File: src/design/hcep_pkg.sv
`default_nettype none
package hcep_pkg;
	localparam int MaxDim = 8;
	localparam int DimW = 4;
	localparam int HalfW = 17;
	localparam int CoordW = 18;
	// working width for a coordinate during projection (values stay below 2.0)
	localparam int WorkW = 19;
	// tan(22.5 deg) in Q16.16
	localparam int TanW = 15;
	localparam logic [TanW-1:0] TanHalfView = 15'd27146;
	localparam logic [WorkW:0] ThreeQ16 = 20'd196608;
	// numerator magnitude width: tan * |c| < 2^15 * 2^18
	localparam int NumW = 33;
	localparam int DenW = 20;
	localparam int CntW = 6;
	localparam int IdxW = 3;
	localparam int AddrW = 3;

	typedef enum logic [AddrW-1:0] {
		RegDimCount = 3'd0,
		RegHalfSize = 3'd4
	} reg_addr_t;

	typedef enum logic [2:0] {
		StIdle,
		StLoad,
		StMul,
		StDiv,
		StStore,
		StOut
	} state_t;
endpackage
`default_nettype wire

File: src/design/hypercube_edge_projector.sv
`default_nettype none
// Projects one n-cube edge to two 3D endpoints (signed Q16.16). The second endpoint is
// marked last_of_edge. A bad axis or position gives one result with bad_edge set. Work is
// serial. Each coordinate division first multiplies by tan(22.5 deg), one multiplier bit
// per cycle. A restoring divider then gives one quotient bit per cycle, and a store step
// writes the coordinate back. An endpoint takes one load step per projection round (one
// at n=3), plus (n-1)n/2 - 3 divisions and one output step. An edge is accepted once and
// gives two endpoints. One edge is in flight at a time. Input stall stays high until the
// last result of the edge has been taken.
module hypercube_edge_projector (
	input  wire logic                              clk,
	input  wire logic                              arst_n,
	input  wire logic                              psel,
	input  wire logic                              penable,
	input  wire logic                              pwrite,
	input  wire logic [hcep_pkg::AddrW-1:0]        paddr,
	input  wire logic [31:0]                       pwdata,
	output logic [31:0]                            prdata,
	output logic                                   pready,
	input  wire logic                              in_valid,
	output logic                                   in_stall,
	input  wire logic [2:0]                        edge_axis,
	input  wire logic [6:0]                        edge_position,
	output logic                                   out_valid,
	input  wire logic                              out_stall,
	output logic signed [hcep_pkg::CoordW-1:0]     x_coord,
	output logic signed [hcep_pkg::CoordW-1:0]     y_coord,
	output logic signed [hcep_pkg::CoordW-1:0]     z_coord,
	output logic                                   bad_edge,
	output logic                                   last_of_edge
);
	localparam int W = hcep_pkg::WorkW;

	logic [hcep_pkg::DimW-1:0] dim_q;
	logic [hcep_pkg::HalfW-1:0] half_q;
	hcep_pkg::state_t state_q, state_d;

	logic signed [W-1:0] c_q [hcep_pkg::MaxDim];
	logic [hcep_pkg::IdxW-1:0] k_q;       // current top index (k-1)
	logic [hcep_pkg::IdxW-1:0] i_q;       // coordinate under division
	logic [hcep_pkg::CntW-1:0] cnt_q;
	logic second_q;
	logic [7:0] vert_q;
	logic [2:0] axis_q;
	logic [hcep_pkg::DenW-1:0] den_q;
	logic [hcep_pkg::NumW-1:0] num_q;     // multiplicand shift / quotient shift
	logic [hcep_pkg::NumW-1:0] acc_q;     // product accumulator
	logic [hcep_pkg::TanW-1:0] mul_q;     // multiplier bits
	logic [hcep_pkg::DenW:0] rem_q;
	logic neg_q;

	function automatic logic [hcep_pkg::DenW-1:0] ThreeQ16s();
		return hcep_pkg::ThreeQ16[hcep_pkg::DenW-1:0];
	endfunction
	function automatic logic [W-1:0] cur_mag_at0();
		return c_q[0][W-1] ? W'(-c_q[0]) : c_q[0];
	endfunction

	// clamped dimension
	logic [hcep_pkg::DimW-1:0] n_eff;
	always_comb begin
		n_eff = dim_q;
		if (dim_q < 4'd3) n_eff = 4'd3;
		if (dim_q > 4'(hcep_pkg::MaxDim)) n_eff = 4'(hcep_pkg::MaxDim);
	end

	logic in_acc, out_acc, bad_in;
	assign in_acc  = in_valid && !in_stall;
	assign out_acc = out_valid && !out_stall;
	assign bad_in  = ({1'b0, edge_axis} >= n_eff) ||
		({1'b0, edge_position} >= (8'd1 << (n_eff - 4'd1)));

	// vertex with a zero bit inserted at the axis
	logic [7:0] vert_in;
	always_comb begin
		for (int b = 0; b < 8; b++) begin
			if (b < int'(edge_axis)) vert_in[b] = edge_position[b];
			else if (b == int'(edge_axis)) vert_in[b] = 1'b0;
			else if (b > 0) vert_in[b] = (b - 1 < 7) ? edge_position[3'(b - 1)] : 1'b0;
			else vert_in[b] = 1'b0;
		end
	end

	// config port
	assign pready = 1'b1;
	always_comb begin
		prdata = '0;
		unique case (paddr)
			hcep_pkg::RegDimCount: prdata = 32'(dim_q);
			hcep_pkg::RegHalfSize: prdata = 32'(half_q);
			default: prdata = '0;
		endcase
	end
	always_ff @(posedge clk or negedge arst_n) begin
		if (!arst_n) begin
			dim_q <= 4'd4;
			half_q <= 17'd65536;
		end else if (psel && penable && pwrite) begin
			if (paddr == hcep_pkg::RegDimCount) dim_q <= pwdata[3:0];
			if (paddr == hcep_pkg::RegHalfSize) half_q <= pwdata[16:0];
		end
	end

	// next state
	logic mul_done, div_done, round_done, proj_done;
	assign mul_done  = (cnt_q == 6'(hcep_pkg::TanW - 1));
	assign div_done  = (cnt_q == 6'(hcep_pkg::NumW - 1));
	assign round_done = (i_q == k_q - 3'd1);
	assign proj_done = (k_q == 3'd2);

	always_comb begin
		state_d = state_q;
		in_stall = 1'b1;
		unique case (state_q)
			hcep_pkg::StIdle: begin
				in_stall = 1'b0;
				if (in_valid) state_d = bad_in ? hcep_pkg::StOut : hcep_pkg::StLoad;
			end
			hcep_pkg::StLoad: state_d = proj_done ? hcep_pkg::StOut : hcep_pkg::StMul;
			hcep_pkg::StMul: if (mul_done) state_d = hcep_pkg::StDiv;
			hcep_pkg::StDiv: if (div_done) state_d = hcep_pkg::StStore;
			hcep_pkg::StStore: begin
				if (!round_done) state_d = hcep_pkg::StMul;
				else if (k_q == 3'd3) state_d = hcep_pkg::StOut;
				else state_d = hcep_pkg::StLoad;
			end
			hcep_pkg::StOut: if (out_acc)
				state_d = (last_of_edge) ? hcep_pkg::StIdle : hcep_pkg::StLoad;
			default: state_d = hcep_pkg::StIdle;
		endcase
	end
	always_ff @(posedge clk or negedge arst_n) begin
		if (!arst_n) state_q <= hcep_pkg::StIdle;
		else state_q <= state_d;
	end
	assign out_valid = (state_q == hcep_pkg::StOut);

	// sign-magnitude of the coordinate entering a division
	logic signed [W-1:0] cur;
	logic [W-1:0] cur_mag;
	assign cur = c_q[i_q];
	assign cur_mag = cur[W-1] ? W'(-cur) : cur;

	// restoring divide step
	logic [hcep_pkg::DenW:0] rem_sh;
	assign rem_sh = {rem_q[hcep_pkg::DenW-1:0], num_q[hcep_pkg::NumW-1]};

	logic signed [W-1:0] q_signed;
	assign q_signed = neg_q ? -W'(num_q) : W'(num_q);

	logic signed [W-1:0] hs;
	assign hs = W'({2'b00, half_q});

	always_ff @(posedge clk or negedge arst_n) begin
		if (!arst_n) begin
			k_q <= '0;
			i_q <= '0;
			cnt_q <= '0;
			second_q <= 1'b0;
			bad_edge <= 1'b0;
			vert_q <= '0;
			axis_q <= '0;
			den_q <= '0;
			num_q <= '0;
			acc_q <= '0;
			mul_q <= '0;
			rem_q <= '0;
			neg_q <= 1'b0;
			for (int b = 0; b < hcep_pkg::MaxDim; b++) c_q[b] <= '0;
		end else begin
			unique case (state_q)
				hcep_pkg::StIdle: if (in_acc) begin
					bad_edge <= bad_in;
					second_q <= bad_in;
					k_q <= 3'(n_eff - 4'd1);
					vert_q <= vert_in;
					axis_q <= edge_axis;
					for (int b = 0; b < hcep_pkg::MaxDim; b++)
						c_q[b] <= (b == int'(edge_axis)) ? -hs : (vert_in[b] ? hs : -hs);
				end
				hcep_pkg::StLoad: begin
					den_q <= hcep_pkg::DenW'({c_q[k_q][W-1], c_q[k_q]} + ThreeQ16s());
					i_q <= '0;
					cnt_q <= '0;
					acc_q <= '0;
					num_q <= hcep_pkg::NumW'(cur_mag_at0());
					mul_q <= hcep_pkg::TanHalfView;
					neg_q <= c_q[0][W-1];
				end
				hcep_pkg::StMul: begin
					// shift-add one multiplier bit per cycle
					if (mul_done) begin
						num_q <= mul_q[0] ? acc_q + num_q : acc_q;
						rem_q <= '0;
					end else begin
						if (mul_q[0]) acc_q <= acc_q + num_q;
						num_q <= num_q << 1;
					end
					mul_q <= mul_q >> 1;
					cnt_q <= mul_done ? '0 : cnt_q + 6'd1;
				end
				hcep_pkg::StDiv: begin
					if (rem_sh >= {1'b0, den_q}) begin
						rem_q <= rem_sh - {1'b0, den_q};
						num_q <= {num_q[hcep_pkg::NumW-2:0], 1'b1};
					end else begin
						rem_q <= rem_sh;
						num_q <= {num_q[hcep_pkg::NumW-2:0], 1'b0};
					end
					cnt_q <= div_done ? '0 : cnt_q + 6'd1;
				end
				hcep_pkg::StStore: begin
					c_q[i_q] <= q_signed;
					if (!round_done) begin
						i_q <= i_q + 3'd1;
						acc_q <= '0;
						mul_q <= hcep_pkg::TanHalfView;
						num_q <= hcep_pkg::NumW'(c_q[i_q + 3'd1][W-1] ?
							W'(-c_q[i_q + 3'd1]) : c_q[i_q + 3'd1]);
						neg_q <= c_q[i_q + 3'd1][W-1];
					end else begin
						k_q <= k_q - 3'd1;
					end
				end
				hcep_pkg::StOut: if (out_acc && !last_of_edge) begin
					// rebuild second endpoint
					second_q <= 1'b1;
					k_q <= 3'(n_eff - 4'd1);
					for (int b = 0; b < hcep_pkg::MaxDim; b++)
						c_q[b] <= (b == int'(axis_q) || vert_q[b]) ? hs : -hs;
				end
				default: ;
			endcase
		end
	end

	assign last_of_edge = second_q;
	assign x_coord = bad_edge ? '0 : c_q[0][hcep_pkg::CoordW-1:0];
	assign y_coord = bad_edge ? '0 : c_q[1][hcep_pkg::CoordW-1:0];
	assign z_coord = bad_edge ? '0 : c_q[2][hcep_pkg::CoordW-1:0];

	logic unused;
	assign unused = ^{pwdata[31:17], cur_mag, rem_q[hcep_pkg::DenW]};
endmodule
`default_nettype wire

File: config.mk
export PLATFORM = sky130hd
export DESIGN_NAME = hypercube_edge_projector
export DESIGN_NICKNAME = d
export VERILOG_FILES = /design/src/design/hcep_pkg.sv /design/src/design/hypercube_edge_projector.sv
export SDC_FILE = /design/constraint.sdc
export NUM_CORES = 1
export LEC_CHECK = 0
export BUFFER_PORTS_ARGS = -buffer_cell sky130_fd_sc_hd__buf_2
export CELL_PAD_IN_SITES_DETAIL_PLACEMENT = 1
export CELL_PAD_IN_SITES_GLOBAL_PLACEMENT = 1
export CORE_ASPECT_RATIO = 1.5
export CORE_MARGIN = 4
export CORE_UTILIZATION = 37
export CTS_CLUSTER_DIAMETER = 120
export DETAILED_ROUTE_END_ITERATION = 8
export PLACE_DENSITY = 0.73
export REMOVE_ABC_BUFFERS = 1
export SYNTH_ARGS = -nofsm -noshare
export SYNTH_HDL_FRONTEND = slang
export SYNTH_SLANG_ARGS = --single-unit
File: constraint.sdc
create_clock -name clk -period 10.35 [get_ports clk]
set_input_delay 0.5175 -clock clk [delete_from_list [all_inputs] [get_ports clk]]
set_output_delay 0.5175 -clock clk [all_outputs]
set_load 0.02 [all_outputs]
* Word-level counts from Yosys, hierarchy flattened
Cells that the tools add are included.
** Word-level totals
- Flip-flop bits (word level) :: 323
- Input port bits :: 52
- Output and inout bits :: 91
** Cells by class
- Add/sub/neg operators :: 11
- Magnitude comparators :: 16
- Equality and inequality tests :: 34
- Shifts and indexed selects :: 1
- Multiplexer cells :: 97
- Bitwise gates (word level) :: 3
- Reduce and logical (&&, ||, !) cells :: 40
** Operator list (number)
- two-way mux 19 bit :: 31
- case mux 152 bit (3 select lines) :: 1
- two-way mux 152 bit :: 2
- two-way mux 33 bit :: 6
- bitwise mux 152 bit :: 1
- case mux 33 bit (4 select lines) :: 1
- binary-select mux 19 bit (select 3 bit) :: 2
- case mux 33 bit (3 select lines) :: 1
- demux 19 bit (select 3 bit) :: 1
- negator 19 bit :: 3
- two-way mux 18 bit :: 3
- case mux 15 bit (3 select lines) :: 1
- two-way mux 20 bit :: 2
- case mux 20 bit (2 select lines) :: 1
- two-way mux 3 bit :: 12
- case mux 17 bit (2 select lines) :: 1
- adder 33 bit :: 1
- equality test 3 bit (first input constant) :: 8
- greater-or-equal comparator 21 x 20 -> 1 bit :: 1
- adder 19 x 19 -> 20 bit (second input constant) :: 1
- two-way mux 1 bit :: 20
- subtractor 20 bit :: 1
- negator 17 -> 19 bit :: 1
- case mux 3 bit (6 select lines) :: 1
- other kinds (42) :: 99

* Logic depth before layout (Yosys ltp)
- Depth after elaboration :: 10
- Gate-level depth with buffers :: 15
- Depth with buffers taken out :: 15

* Worst setup path after synthesis
OpenSTA, ideal clock, no wires.
- Path type :: register to register
- Start :: register k_q[0] in the netlist's numbering
- End :: register num_q[10] in the netlist's numbering
- Data arrival time :: 3.307 ns
- Slack :: 6.978 ns
- Stages on the path, launching flop included :: 14
- Path buffers :: 5
- Clock period less this slack :: 3.372 ns
- Path through :: dfrtp_1 > clkbuf_1 > clkbuf_1 > buf_1 > inv_1 > ha_1 > xnor2_1 > or3_1 > clkbuf_1 > a21oi_1 > clkbuf_1 > a221oi_1 > o221ai_1 > o21a_1
** Between the ends
- Cells in the longest elaborated chain, start to end :: 4
** Ends and longest elaborated chain
- start, declared :: line hypercube_edge_projector.sv:39 : logic [hcep_pkg::IdxW-1:0] k_q;
- start signal, assigned :: line hypercube_edge_projector.sv:175 : k_q <= 3'(n_eff - 4'd1);
- start signal, assigned :: line hypercube_edge_projector.sv:222 : k_q <= k_q - 3'd1;
- start signal, assigned :: line hypercube_edge_projector.sv:228 : k_q <= 3'(n_eff - 4'd1);
- subtractor 3 x 1 -> 3 bit :: line hypercube_edge_projector.sv:108 : assign round_done = (i_q == k_q - 3'd1);
- equality test 3 bit :: line hypercube_edge_projector.sv:108
- inequality test 2 bit (no source line)
- AND reduction 2 bit (no source line)
- end signal, assigned :: line hypercube_edge_projector.sv:186 : num_q <= hcep_pkg::NumW'(cur_mag_at0());
- end signal, assigned :: line hypercube_edge_projector.sv:193 : num_q <= mul_q[0] ? acc_q + num_q : acc_q;
- end signal, assigned :: line hypercube_edge_projector.sv:197 : num_q <= num_q << 1;
- end, declared :: line hypercube_edge_projector.sv:46 : logic [hcep_pkg::NumW-1:0] num_q;
No other way between the ends.
A chain may end at the register's enable or synchronous reset.

* Worst setup path after layout
- Start :: register i_q[1] in the netlist's numbering
- End :: register num_q[27] in the netlist's numbering
** Between the ends
- Cells in the longest elaborated chain, start to end :: 9
- Elaborated cells between the ends (all ways) :: 12
- Those cells by class :: add/sub (2); eq/ne (2); mux (6); bitwise (1); reduce/logical (1)
** Ends and longest elaborated chain
- start, declared :: line hypercube_edge_projector.sv:40 : logic [hcep_pkg::IdxW-1:0] i_q;
- start signal, assigned :: line hypercube_edge_projector.sv:215 : i_q <= i_q + 3'd1;
- adder 3 x 1 -> 3 bit :: line hypercube_edge_projector.sv:218, hypercube_edge_projector.sv:219
- NOT 3 -> 4 bit (not written as such) :: line hypercube_edge_projector.sv:218, hypercube_edge_projector.sv:219
- binary-select mux 19 bit (select 3 bit) :: line hypercube_edge_projector.sv:218, hypercube_edge_projector.sv:219
- two-way mux 19 bit (not written as such) (2 in a row) :: line hypercube_edge_projector.sv:218, hypercube_edge_projector.sv:219
- negator 19 bit :: line hypercube_edge_projector.sv:219 : W'(-c_q[i_q + 3'd1]) : c_q[i_q + 3'd1]);
- two-way mux 33 bit :: line hypercube_edge_projector.sv:218 : num_q <= hcep_pkg::NumW'(c_q[i_q + 3'd1][W-1] ?
- two-way mux 33 bit :: line hypercube_edge_projector.sv:214 : if (!round_done) begin
- case mux 33 bit (4 select lines) :: line hypercube_edge_projector.sv:171 : unique case (state_q)
- end signal, assigned :: line hypercube_edge_projector.sv:186
- end signal, assigned :: line hypercube_edge_projector.sv:208 : num_q <= {num_q[hcep_pkg::NumW-2:0], 1'b0};
- end signal, assigned :: line hypercube_edge_projector.sv:218
Several ways; a longest one is shown, not always the timed one. The select of a mux whose other input is x is not followed.

==> qor.txt <==
Run status -> complete, no violations
Power density over cell area -> 123 nW/um2
# rows -> 115
Worst-Margin Slew -> 1450 ps
Setup TNS -> 0 ps
Detailed-route via count -> 24.1k
CORE AREA -> 65500 um2
Antenna viol nets, final -> 0
CTS Buf Count -> 37
Rel. slew slack -> 3.29%
Initial antenna violation count -> 0
CTS Sinks -> 322
Share of layout cells above drive strength 1 -> 13.7%
Die area -> 70200 um2
Clk pin slew, worst setup/hold paths -> 60 ps
YS warnings -> 0
Drt via density -> 6.44
HP Class -> in2reg
I/O pin cnt -> 143
Clk_lat worst skew -> 590 ps
Startpoint Class -> flop
Crit end category -> flop
Layout net count -> 2963
Routed Wire Length -> 105000 um
Maximum clock path buffer count -> 3
Initial DRC Count -> 2074
Non-Filler Instances -> 3735
CP max FO -> 26
Number of detailed-route iterations in the first pass -> 7
Die height -> 323 um
H-tree Lvls -> 2
Syn avg cell area -> 8.59 um2
Drt wl/cell -> 28.2 um
Final Total Pwr -> 3.31 mW
Port Buffer Count -> 111
DP Cell Count -> 3667
Required time worst endpoint -> 10860 ps
Postcts setup bufs -> 0
Die Wd -> 218 um
Worst VDD drop -> 140 uV
RSZ-0062 raised after global routing -> false
Setup CP Type -> reg2reg
Mapped Area -> 24400 um2
Yosys top cell area share -> 32.8%
Skew final -> 23.0 ps
Starting Density -> 37.3%
GP Congestion -> 0.972
Finished Core Util -> 41.2%
Worst Setup Slack post-DPL -> 5180 ps
Hold_buf cts -> 1
CP arrival -> 5890 ps
Vias in the first global route -> 25.4k
Final Setup Violations -> 0
Synth-to-Final Area Change -> 10.5%
Largest net degree at the start of global routing -> 95
Count leader, synth -> nand2_1
Cell count after synthesis -> 2843
Final period util -> 52.0%
Max_cap viols -> 0
First-pass GRT wire length -> 159000 um
Post-synthesis cell type with the largest combined area -> dfrtp_1
Synth top cells by count -> nand2_1, dfrtp_1, o21ai_0
CTS tree -> done
# DRC -> 0
Filler instances -> 7682
GRT Total Usage -> 29.4%
Tmin final -> 5380 ps
Remaining Overflow, GRT -> 0
CTS resizes -> 0
Sequential-to-total area share from yosys stat -> 33.0%
Root buf cell -> clkbuf_16
FF+latch count, synth -> 322
Post-synth top flop -> dfrtp_1
FFs w/ async S/R, synth -> 100%
Area contributors post-synth -> dfrtp_1, mux4_2, o21ai_0
Cell variety after synth -> 86
Hold violation total from the final report -> 0
Post-synth EDFFs -> 0
Max-slew violation count -> 0
Leakage power -> 11.3 nW
Final worst slack -> 4970 ps
Fmax -> 186 MHz
Dpl hpwl -> 76600 um
[sequential cells by signal (all words and copies together) (netlist names), 3 cells and up]
signal   cells
c_q        152
acc_q       33
num_q       33
den_q       20
rem_q       20
half_q      17
mul_q       15
vert_q       7
cnt_q        6
dim_q        4
axis_q       3
i_q          3
k_q          3
state_q      3
[worst max-delay path, cell delays in order, from the launching register on]
cell,delay (ps)
dfrtp_1,640
ha_2,740
buf_4,560
mux4_2,570
mux2i_1,720
nor4b_4,650
nand4b_1,700
a21boi_0,340
o21ai_0,220
a211o_1,130
[worst paths after layout]
| kind | startpoint | to | slack [ps] | cells past startpoint |
|---|---|---|---|---|
| setup reg to reg | i_q[1] | num_q[27] | 4970 | 9 |
| min in group asynchronous | arst_n | rem_q[19] | 570 | 2 |
| hold reg to reg | mul_q[10] | mul_q[9] | 480 | 2 |
| hold / removal | pwdata[16] | half_q[16] | 160 | 2 |
| setup / recovery | i_q[1] | num_q[27] | 4970 | 9 |
| max in group asynchronous | arst_n | k_q[0] | 7720 | 4 |
[cell usage in the layout (no fill, tap or decap), types with 46 or more instances in the layout]
cell type and instances:
xnor2_1 63, dfrtp_1 316, buf_2 110, nor2_1 178
buf_4 60, nor3_1 69, a21oi_1 194, mux4_2 79
mux2i_1 55, nand2_1 356, a221oi_1 71, o21ai_0 313
inv_1 65, nand3_1 46, ha_1 78, nor2b_1 69
a22o_1 65
[power by group]
group	internal (mW)	total [mW]	switching (mW)
combinational	0.195	0.549	0.355
sequential	1.29	1.37	0.0850
clock	0.803	1.39	0.585
[cells by family after synthesis]
group / synth area share [%]
adder cells (fa/ha/maj): 4.21
other: 0.0308
flip-flops: 33.0
AO/OA/AOI/OAI: 26.7
XOR/XNOR: 3.76
AND/OR/NAND/NOR: 16.5
buffers and inverters: 5.03
multiplexers: 10.8
[final cells by class]
type	count	area [um2]	area share (%)
Sequential cell	322	8070	29.9
Clock inverter	11	114	0.422
Multi-Input combinational cell	2230	15300	56.7
Antenna cell	1	2.50	0.00928
Tap cell	877	1100	4.07
Inverter	67	251	0.932
Clock buffer	55	1130	4.17
Timing Repair Buffer	172	1030	3.80
[through the flow]
step | hold slack, ps | instance area [um2]
finish | 161 | 27000
detailed placement | 470 | 25700
global route | 161 | 27000
global placement | 447 | 25700
CTS | 136 | 27000
floorplan | 222 | 23500
[layer usage]
layer  track usage, %  vias up  share of wire [%]
met5                0        -                  0
met4             21.5        0                9.1
met3             4.00      410                5.4
met2             51.6      992                 49
met1             32.3    12100                 36
li1                 -    10500                  -
(Power assumes the default switching activity.)
